### src/design/ecp_pkg.sv
package ecp_pkg;

	// configuration register indexes
	localparam int CFG_IDX_W = 2;
	localparam logic [CFG_IDX_W-1:0] REG_PALETTE_MODE = 2'd0;
	localparam logic [CFG_IDX_W-1:0] REG_MAX_COUNT    = 2'd1;

	localparam logic [15:0] MAX_COUNT_RST = 16'd256;

	// divider: 9 integer quotient bits, 16 fraction bits
	localparam int INT_STEPS  = 9;
	localparam int FRAC_STEPS = 16;
	localparam int DIV_STEPS  = INT_STEPS + FRAC_STEPS;
	localparam int QW         = DIV_STEPS;	// quotient / remainder width

	localparam int POST_STAGES = 5;

	localparam logic [QW-1:0] DEG_FULL = QW'(360);

	// hue constants, Q9.16 degrees
	localparam logic [25:0] HUE_ROT   = 26'd172 << 16;
	localparam logic [25:0] HUE_FULL  = 26'd360 << 16;
	localparam logic [24:0] SEC_SPAN  = 25'd60 << 16;

	// floor(x/15) = (x * RECIP15) >> 23, exact for x < 2^20
	localparam logic [19:0] RECIP15 = 20'd559241;

	localparam logic [7:0] V_BYTE = 8'd191;
	localparam logic [7:0] P_BYTE = 8'd19;

	typedef enum logic [2:0] {
		SEC_0 = 3'd0,
		SEC_1 = 3'd1,
		SEC_2 = 3'd2,
		SEC_3 = 3'd3,
		SEC_4 = 3'd4,
		SEC_5 = 3'd5
	} sector_t;

endpackage

### src/design/ecp_div.sv
module ecp_div import ecp_pkg::*; (
	input  logic                 clk,
	input  logic [DIV_STEPS-1:0] en,
	input  logic [QW-1:0]        x_in,
	input  logic [15:0]          mc,
	output logic [QW-1:0]        quo
);

	// one restoring step per stage
	logic [QW-1:0] rem_s [0:DIV_STEPS-2];
	logic [QW-1:0] quo_s [0:DIV_STEPS-1];

	for (genvar j = 0; j < DIV_STEPS; j++) begin : g_step
		logic [QW-1:0] rem_in, quo_in, trial, dvs, rem_nx;
		logic          bit_nx;

		if (j == 0) begin : g_first
			assign rem_in = x_in;
			assign quo_in = '0;
		end else begin : g_rest
			assign rem_in = rem_s[j-1];
			assign quo_in = quo_s[j-1];
		end

		if (j < INT_STEPS) begin : g_int
			assign trial = rem_in;
			assign dvs   = QW'(mc) << (INT_STEPS - 1 - j);
		end else begin : g_frac
			assign trial = rem_in << 1;
			assign dvs   = QW'(mc);
		end

		assign bit_nx = trial >= dvs;
		assign rem_nx = bit_nx ? trial - dvs : trial;

		always_ff @(posedge clk) begin
			if (en[j]) begin
				quo_s[j] <= {quo_in[QW-2:0], bit_nx};
			end
		end

		if (j < DIV_STEPS - 1) begin : g_rem
			always_ff @(posedge clk) begin
				if (en[j]) begin
					rem_s[j] <= rem_nx;
				end
			end
		end
	end

	assign quo = quo_s[DIV_STEPS-1];

endmodule

### config.mk
export PLATFORM = sky130hd
export DESIGN_NAME = ecp_div
export DESIGN_NICKNAME = d
export VERILOG_FILES = /design/src/design/ecp_pkg.sv /design/src/design/ecp_div.sv
export SDC_FILE = /design/constraint.sdc
export NUM_CORES = 2
export LEC_CHECK = 0
export BUFFER_PORTS_ARGS = -buffer_cell sky130_fd_sc_hd__buf_4
export CAP_MARGIN = 20
export CORE_AREA = 2 2 301 303
export CTS_CLUSTER_SIZE = 40
export DETAILED_ROUTE_END_ITERATION = 6
export DIE_AREA = 0 0 303 305
export HOLD_SLACK_MARGIN = 0.03
export PLACE_DENSITY = 0.75
export SLEW_MARGIN = 20
export SYNTH_ARGS = -nofsm -noshare
export SYNTH_HDL_FRONTEND = slang
export SYNTH_SLANG_ARGS = --single-unit
### constraint.sdc
create_clock -name clk -period 4.8 [get_ports clk]
set_clock_uncertainty 0.05 [all_clocks]
set_input_delay 0.24 -clock clk [delete_from_list [all_inputs] [get_ports clk]]
set_output_delay 0.24 -clock clk [all_outputs]
set_load 0.01 [all_outputs]
==> results.toml <==
[yosys]
synth_top_cell_by_area = "edfxtp_1"
synth_top_area_share_pct = 51.36
synth_edf_count = 909
ys_seq_area_share_pct = 51.36
synth_cell_types = 83
yosysMostFrequentCell = "edfxtp_1"
synth_area_per_cell_um2 = 11.11
syn_area_mm2 = 0.05315
synthCells = 4783
ys_async_sr_fraction_pct = 0
synth_warnings = 0
ys_seq_elements = 909
synthTopCellsByCount = "909 x edfxtp_1, 404 x nand2_1, 399 x ha_1"
ys.flop_type = "edfxtp_1"
synth_nets = 5273
netlist_top_cells_area = "edfxtp_1 51%, ha_1 9.4%, xor2_1 3.8%"

[critical_path]
startpoint_type = "flop"
cp_data_required_time_ns = 5.18
crit_fanout = 31
end_kind = "flop"
cp.arrival_ns = 4.04
crit_type = "reg2reg"

[grt]
grt-ovfl-total = 0
grt_pass1_vias = 36959
grt_antenna_before_repair = 1
grt_max_degree = 49
grt_pass1_wl_um = 198700
grtUsageTotal_pct = 27.11

[routing]
drt_pre_antenna_iters = 7
drtIter0Drc = 3401
ant_nets = 0
wl_per_cell_um = 20.07
avgViaCountPerCell = 6.119
drt-total-wl_um = 125400
drc = 14
num_vias = 38235

[power]
power_leakage_nw = 22.29
power_mw = 34.13
power_density_mw_per_mm2 = 573.6
irDropWorstVdd_mv = 0.4877

[placed_design]
detailed_place.area_mm2 = 0.05557
gp_congestion = 0.9332
dpl.hpwl_um = 90220
io_buffers = 91

[floorplan]
fp.dieArea_mm2 = 0.09242
fp-row-count = 110
die_w_um = 303
fp.dieH_um = 305
start_util_pct = 59.50
coreArea_mm2 = 0.08932
pin_count = 92

[timing]
min_period_ns = 3.659
fin_crit_sh_pct = 76.24
setup_viol = 0
drv_slew = 0
timing.final.hold_violations = 0
rsz0062_at_grt = "false"
tns_ns = 0
max_slew_margin_pct = 37.16
fmax_ghz = 0.2733
tightest_slew_ns = 0.9340

[cts]
htree_levels = 3
numCtsBuffers = 96
clk_pin_slew_ns = 0.06
clk_latency_ns = 0.69
cts_tree = "done"
postCtsSetupBuffers = 0
cts.root.buffer_cell = "clkbuf_16"
cts_num_sinks = 909
cts.path.max_buffers = 3

[layout]
final_area_mm2 = 0.05951
nFillCells = 6697
fin_util_pct = 66.62
final_nets = 5481
drive_gt1_share_pct = 8.872
syn_to_final_growth_pct = 11.97

[run_status]
violations = "design-rule violations"
status = "finished, violations left"

[flow_run]
drv_cap = 0

[hold_path]
min_path_type = "in2reg"
==> critical path, cell delays in order (launching register included) <==
cell	delay, ns
edfxtp_1	0.37
inv_1	0.09
ha_1	0.18
inv_1	0.06
fa_1	0.42
a211oi_1	0.33
o21ai_0	0.18
a21oi_1	0.16
o21bai_1	0.17
a221oi_1	0.37
and4b_1	0.32
buf_4	0.32
mux2_2	0.37
==> cell type report <==
class | count | area, um2 | area share [%]
antenna | 1 | 2.502 | 0.004205
clock buffer | 105 | 2436 | 4.094
clock inverter | 74 | 1020 | 1.714
inverter | 138 | 518.0 | 0.8704
multi-input combinational | 3632 | 24970 | 41.95
sequential | 909 | 27300 | 45.87
tap | 1176 | 1471 | 2.473
timing repair buffer | 214 | 1802 | 3.028
==> registers in the layout, indices dropped and copies added, names as in the netlist <==
register,flops
quo_s,325
rem_s,584
==> cell families after synthesis <==
group	Yosys count	share of synthesized area, %
simple gates	1424	13.16
mux	67	1.403
fa+ha+maj	423	10.30
buf+inv	242	1.742
compound gates	1289	14.97
flops	909	51.36
xor+xnor	429	7.070
==> timing repair <==
item / in CTS / in global routing
hold buffers: 48 / 0
endpoints found under the setup margin: 0 / 0
endpoints found under the hold margin: 727 / 0
resized for setup: 0 / 0
==> per-stage QoR <==
step | hold WS, ns | worst slack [ns] | instances
global placement | 0.3503 | 0.6598 | 6021
finish | 0.06776 | 1.141 | 6249
global route | 0.06061 | 0.7679 | 6248
CTS | 0.03104 | 1.185 | 6248
floorplan | 0.2889 | 1.198 | 4783
detailed placement | 0.3545 | 0.6479 | 6021
==> layout by cell type, fill, tap and decap left out, types with 33 or more instances in the layout <==
master / count
edfxtp_1: 909
nor2_1: 350
ha_1: 399
o31a_1: 37
nor3_1: 107
nand3_1: 74
dlygate4sd3_1: 48
xnor2_1: 198
o21a_1: 63
nor4_1: 68
xor2_1: 231
inv_1: 122
or4_1: 33
nor2b_1: 57
nand2_1: 404
nand4_1: 55
a31oi_1: 38
or3_1: 46
o31ai_1: 49
a21o_1: 119
nand2b_1: 91
clkbuf_16: 96
o21bai_1: 39
mux2_2: 60
o21ai_0: 388
a21oi_1: 370
buf_4: 160
==> where the power goes <==
group / switching (mW) / internal (mW) / leakage (nW)
Sequential: 1.51 / 11.7 / 8.64
Clock: 3.26 / 4.75 / 1.66
Combinational: 7.29 / 5.60 / 12.0
==> worst paths after layout <==
path	start	slack, ns	to	cells past startpoint
worst max-delay path	rem_s[0][151]$_DFFE_PP_	1.14	rem_s[0][177]$_DFFE_PP_	12
worst min register to register	quo_s[0][337]$_DFFE_PP_	0.36	quo_s[0][363]$_DFFE_PP_	0
worst max register to register	rem_s[0][151]$_DFFE_PP_	1.14	rem_s[0][177]$_DFFE_PP_	12
worst min-delay path	en[20]	0.07	rem_s[2][109]$_DFFE_PP_	1
==> per-layer routing <==
layer / GRT usage [%] / vias up / share of wire (%)
met5: 0 / - / 0
met4: 9.302 / 0 / 3.5
met3: 4.391 / 238 / 6.0
met2: 43.80 / 1164 / 47
met1: 37.18 / 18347 / 44
li1: - / 18486 / -
(Power assumes the default switching activity.)
