### src/design/ecp_pkg.sv
package ecp_pkg;

	// configuration register indexes
	localparam int CFG_IDX_W = 2;
	localparam logic [CFG_IDX_W-1:0] REG_PALETTE_MODE = 2'd0;
	localparam logic [CFG_IDX_W-1:0] REG_MAX_COUNT    = 2'd1;

	localparam logic [15:0] MAX_COUNT_RST = 16'd256;

	// divider: 9 integer quotient bits, 16 fraction bits
	localparam int INT_STEPS  = 9;
	localparam int FRAC_STEPS = 16;
	localparam int DIV_STEPS  = INT_STEPS + FRAC_STEPS;
	localparam int QW         = DIV_STEPS;	// quotient / remainder width

	localparam int POST_STAGES = 5;

	localparam logic [QW-1:0] DEG_FULL = QW'(360);

	// hue constants, Q9.16 degrees
	localparam logic [25:0] HUE_ROT   = 26'd172 << 16;
	localparam logic [25:0] HUE_FULL  = 26'd360 << 16;
	localparam logic [24:0] SEC_SPAN  = 25'd60 << 16;

	// floor(x/15) = (x * RECIP15) >> 23, exact for x < 2^20
	localparam logic [19:0] RECIP15 = 20'd559241;

	localparam logic [7:0] V_BYTE = 8'd191;
	localparam logic [7:0] P_BYTE = 8'd19;

	typedef enum logic [2:0] {
		SEC_0 = 3'd0,
		SEC_1 = 3'd1,
		SEC_2 = 3'd2,
		SEC_3 = 3'd3,
		SEC_4 = 3'd4,
		SEC_5 = 3'd5
	} sector_t;

endpackage

### src/design/ecp_hue.sv
module ecp_hue import ecp_pkg::*; (
	input  logic                   clk,
	input  logic [POST_STAGES-1:0] en,
	input  logic [QW-1:0]          quo,
	output logic [7:0]             red,
	output logic [7:0]             green,
	output logic [7:0]             blue
);

	logic [24:0] h_s1;
	sector_t     sec_s2, sec_s3, sec_s4;
	logic [21:0] y_s2;
	logic [39:0] prod_s3;
	logic [19:0] wq_s4, wt_s4;

	logic [25:0] h_sum;
	logic [24:0] h_wrap;
	sector_t     sec_nx;
	logic [24:0] sec_base;
	logic [15:0] f;
	logic [19:0] f9;
	logic [27:0] qm, tm;
	logic [7:0]  qb, tb;

	assign h_sum  = 26'(quo) + HUE_ROT;
	assign h_wrap = (h_sum >= HUE_FULL) ? 25'(h_sum - HUE_FULL) : h_sum[24:0];

	always_comb begin
		if (h_s1 >= 25'(5 * SEC_SPAN)) begin
			sec_nx = SEC_5;
			sec_base = 25'(5 * SEC_SPAN);
		end else if (h_s1 >= 25'(4 * SEC_SPAN)) begin
			sec_nx = SEC_4;
			sec_base = 25'(4 * SEC_SPAN);
		end else if (h_s1 >= 25'(3 * SEC_SPAN)) begin
			sec_nx = SEC_3;
			sec_base = 25'(3 * SEC_SPAN);
		end else if (h_s1 >= 25'(2 * SEC_SPAN)) begin
			sec_nx = SEC_2;
			sec_base = 25'(2 * SEC_SPAN);
		end else if (h_s1 >= SEC_SPAN) begin
			sec_nx = SEC_1;
			sec_base = SEC_SPAN;
		end else begin
			sec_nx = SEC_0;
			sec_base = '0;
		end
	end

	// f = floor(y/60) = floor(floor(y/4)/15)
	assign f  = prod_s3[38:23];
	assign f9 = 20'(f) * 20'd9;

	// 765/(40*2^16) reduces to 153/2^19
	assign qm = 28'(wq_s4) * 28'd153;
	assign tm = 28'(wt_s4) * 28'd153;
	assign qb = qm[26:19];
	assign tb = tm[26:19];

	always_ff @(posedge clk) begin
		if (en[0]) begin
			h_s1 <= h_wrap;
		end
		if (en[1]) begin
			sec_s2 <= sec_nx;
			y_s2   <= 22'(h_s1 - sec_base);
		end
		if (en[2]) begin
			sec_s3  <= sec_s2;
			prod_s3 <= 40'(y_s2[21:2]) * 40'(RECIP15);
		end
		if (en[3]) begin
			sec_s4 <= sec_s3;
			wq_s4  <= 20'd655360 - f9;
			wt_s4  <= 20'd65536 + f9;
		end
		if (en[4]) begin
			case (sec_s4)
				SEC_0: begin red <= V_BYTE; green <= tb; blue <= P_BYTE; end
				SEC_1: begin red <= qb; green <= V_BYTE; blue <= P_BYTE; end
				SEC_2: begin red <= P_BYTE; green <= V_BYTE; blue <= tb; end
				SEC_3: begin red <= P_BYTE; green <= qb; blue <= V_BYTE; end
				SEC_4: begin red <= tb; green <= P_BYTE; blue <= V_BYTE; end
				default: begin red <= V_BYTE; green <= P_BYTE; blue <= qb; end
			endcase
		end
	end

endmodule

### config.mk
export PLATFORM = sky130hd
export DESIGN_NAME = ecp_hue
export DESIGN_NICKNAME = d
export VERILOG_FILES = /design/src/design/ecp_pkg.sv /design/src/design/ecp_hue.sv
export SDC_FILE = /design/constraint.sdc
export NUM_CORES = 1
export LEC_CHECK = 0
export BUFFER_PORTS_ARGS = -buffer_cell sky130_fd_sc_hd__buf_2
export CAP_MARGIN = 5
export CORE_MARGIN = 5
export CORE_UTILIZATION = 50
export CTS_CLUSTER_SIZE = 40
export DETAILED_ROUTE_END_ITERATION = 16
export PLACE_DENSITY = 0.74
export SETUP_SLACK_MARGIN = 0.05
export SLEW_MARGIN = 30
export SYNTH_ARGS = -nofsm -noshare
export SYNTH_HDL_FRONTEND = slang
export SYNTH_SLANG_ARGS = --single-unit
### constraint.sdc
create_clock -name clk -period 13 [get_ports clk]
set_input_delay 0.65 -clock clk [delete_from_list [all_inputs] [get_ports clk]]
set_output_delay 0.65 -clock clk [all_outputs]
set_load 0.02 [all_outputs]
==> flow_summary.json <==
{
  "drtAntennaViolNets": 0,
  "fmax_mhz": 177,
  "path_depth": 16,
  "finClkSkew_ns": 0.0129,
  "gp_congestion": 0.877,
  "cts_buffers": 17,
  "nNetsFinal": 1893,
  "cts_setup_buffers": 0,
  "synth_enable_flop_cells": 131,
  "die-area_mm2": 0.0326,
  "synthCells": 1372,
  "grt_pass1_wl_mm": 46.5,
  "worst_r2r_path_depth": 16,
  "antenna_cells": 0,
  "clk_pin_slew_worst_paths_ns": 0.06,
  "crit_path_max_fanout": 5,
  "crit_buf_inv": 2,
  "port_buffers": 54,
  "viasPerCell": 5.35,
  "first_global_vias": 10231,
  "dp_slack_ns": 7.39,
  "drv_slew": 0,
  "path_delay_family": "adder cells",
  "syn_to_final_growth_pct": 9.28,
  "die-width_um": 181,
  "layout-drive-gt1-share": 0.0747,
  "synth_area_mm2": 0.0146,
  "r2r_slack_ns": 7.36,
  "outcome": "finished, final reports clean",
  "yosys.area.top_type": "ha_1",
  "busiest_layer": "met2",
  "rows": 62,
  "ys_types": 84,
  "core_mm2": 0.0287,
  "synth.top_cells.by_count": "ha_1 (332), inv_1 (267), edfxtp_1 (131)",
  "crit_type": "reg2reg",
  "ys_seq_area_frac": 0.270,
  "crit_start": "y_s2[7]",
  "grt_use_met1": 0.196,
  "synth_nets": 1833,
  "dieHeight_um": 181,
  "async_reset_ff_frac": 0,
  "min_period_ns": 5.64,
  "yosys_warnings": 0,
  "slowest_delay_ns": 0.56,
  "worstPathCellList": "ha_1 -> fa_1 -> inv_1 -> fa_1 -> inv_1 -> ha_1 -> fa_1 -> ha_1 -> nand4_1 -> a2111oi_0 -> o21ai_0 -> a221oi_2 -> a221o_1 -> o31a_1 -> a21oi_1 -> xnor2_1",
  "vias": 9793,
  "setup_violations": 0,
  "timing.final.ws_setup_ns": 7.36,
  "ys_seq_elements": 131,
  "r2r_start": "y_s2[7]",
  "antenna_found_initial": 0,
  "final.setup.tns_ns": 0,
  "post-synth-top-count-cell": "ha_1",
  "clock-sinks": 131,
  "cts_max_level": 4,
  "worstMarginPinSlew_ns": 0.925,
  "dp_hpwl_mm": 22.2,
  "drtIter0Drc": 488,
  "overflow": 0,
  "worst_r2r_endpoint": "prod_s3[35]",
  "worstSkewPairLatency_ns": 0.43,
  "hold_buffers": 0,
  "hold_class": "in2reg",
  "start_util": 0.507,
  "cts_tree": "done",
  "critPathArrivalTime_ns": 5.81,
  "slowest_stage": "a221oi_2",
  "maxSlewHeadroom": 0.383,
  "post-route-period-util": 0.434,
  "dr.pass1.iters": 4,
  "drc": 0,
  "use_met3": 0.0285,
  "worstSetupEndpointType": "flop",
  "worst_ep_required_time_ns": 13.17,
  "syn_area_per_cell_um2": 10.6,
  "grt_use_total": 0.170,
  "grt_start_max_net_pins": 43,
  "crit_path_start_kind": "flop",
  "met2_usage": 0.324,
  "wl_mm": 26.8,
  "root_buffer": "clkbuf_16",
  "cts.path.max_buffers": 2,
  "io_pins": 55,
  "crit_end": "prod_s3[35]",
  "rsz0062_at_grt": "no",
  "synthFlopType": "edfxtp_1",
  "synthTopCellsByArea": "ha_1 (29%), edfxtp_1 (27%), fa_1 (13%), inv_1 (6.9%), xnor2_1 (2.5%)",
  "synth_top_area_share": 0.285,
  "hold_violations": 0,
  "wire_per_inst_um": 14.7,
  "cts_resized": 0,
  "maxCapViolCount": 0
}
## flip-flops by register name (all words and copies together), names as in the netlist
signal   flops
sec_s2       3
h_s1        23
prod_s3     16
sec_s4       3
red          8
blue         8
sec_s3       3
wq_s4       20
y_s2        20
green        8
wt_s4       19
## how the worst min path moves through the flow
| stage | from | to | slack (ns) | cells past startpoint |
|---|---|---|---|---|
| after floorplan | sec_s2[0] | sec_s3[0] | 0.40 | 0 |
| after global placement | h_s1[3] | y_s2[3] | 0.40 | 0 |
| after detailed placement | sec_s2[1] | sec_s3[1] | 0.40 | 0 |
| after CTS | quo[9] | h_s1[9] | 0.39 | 1 |
| after global routing | quo[3] | h_s1[3] | 0.39 | 1 |
| final | quo[9] | h_s1[9] | 0.41 | 1 |
## through the flow
stage,instance area [um2],utilization,std cells,hold WS (ns)
floorplan,14600,-,1372,0.400
global placement,15300,0.531,1797,0.400
detailed placement,15300,0.531,1797,0.405
CTS,15900,0.554,1829,0.389
global route,15900,0.554,1829,0.392
finish,15900,0.554,1829,0.406
## layout by cell type (no fill, tap or decap), drive strengths merged, types with 10 or more instances in the layout
cell type  instances
xnor2             42
and3              11
edfxtp           131
a21o              15
nand4             12
fa                98
nand2             49
xor2              20
ha               332
nor4              10
buf               54
a21oi             49
o21ai             49
clkbuf            18
a31oi             11
inv              271
nor3              31
nor2              58
nand3             21
## kinds of logic (layout without fill, tap and decap cells)
family,after synthesis,in the layout,synth area share
AO/OA/AOI/OAI,226,226,0.110
XOR/XNOR,62,62,0.0373
adder cells (fa/ha/maj),430,430,0.420
buffers and inverters,282,355,0.0732
flip-flops,131,131,0.270
multiplexers,6,6,0.00421
AND/OR/NAND/NOR,235,235,0.0846
## metal layers
metal  routed length, um  up-vias
li1                    -     4967
met1               11400     4656
met2               14200      137
met3                 846       33
met4                 400        0
met5                   0        -
## final cells by class
class / count / area (um2)
multi-input combinational: 959 / 9560
tap: 384 / 480
clock buffer: 18 / 429
sequential: 131 / 3930
inverter: 269 / 1010
timing repair buffer: 54 / 270
clock inverter: 14 / 225
fill: 2379 / 12800
Power is left out: the tool's default activity adds up to more than one toggle a clock period on the data nets, which glitch-free logic cannot reach.
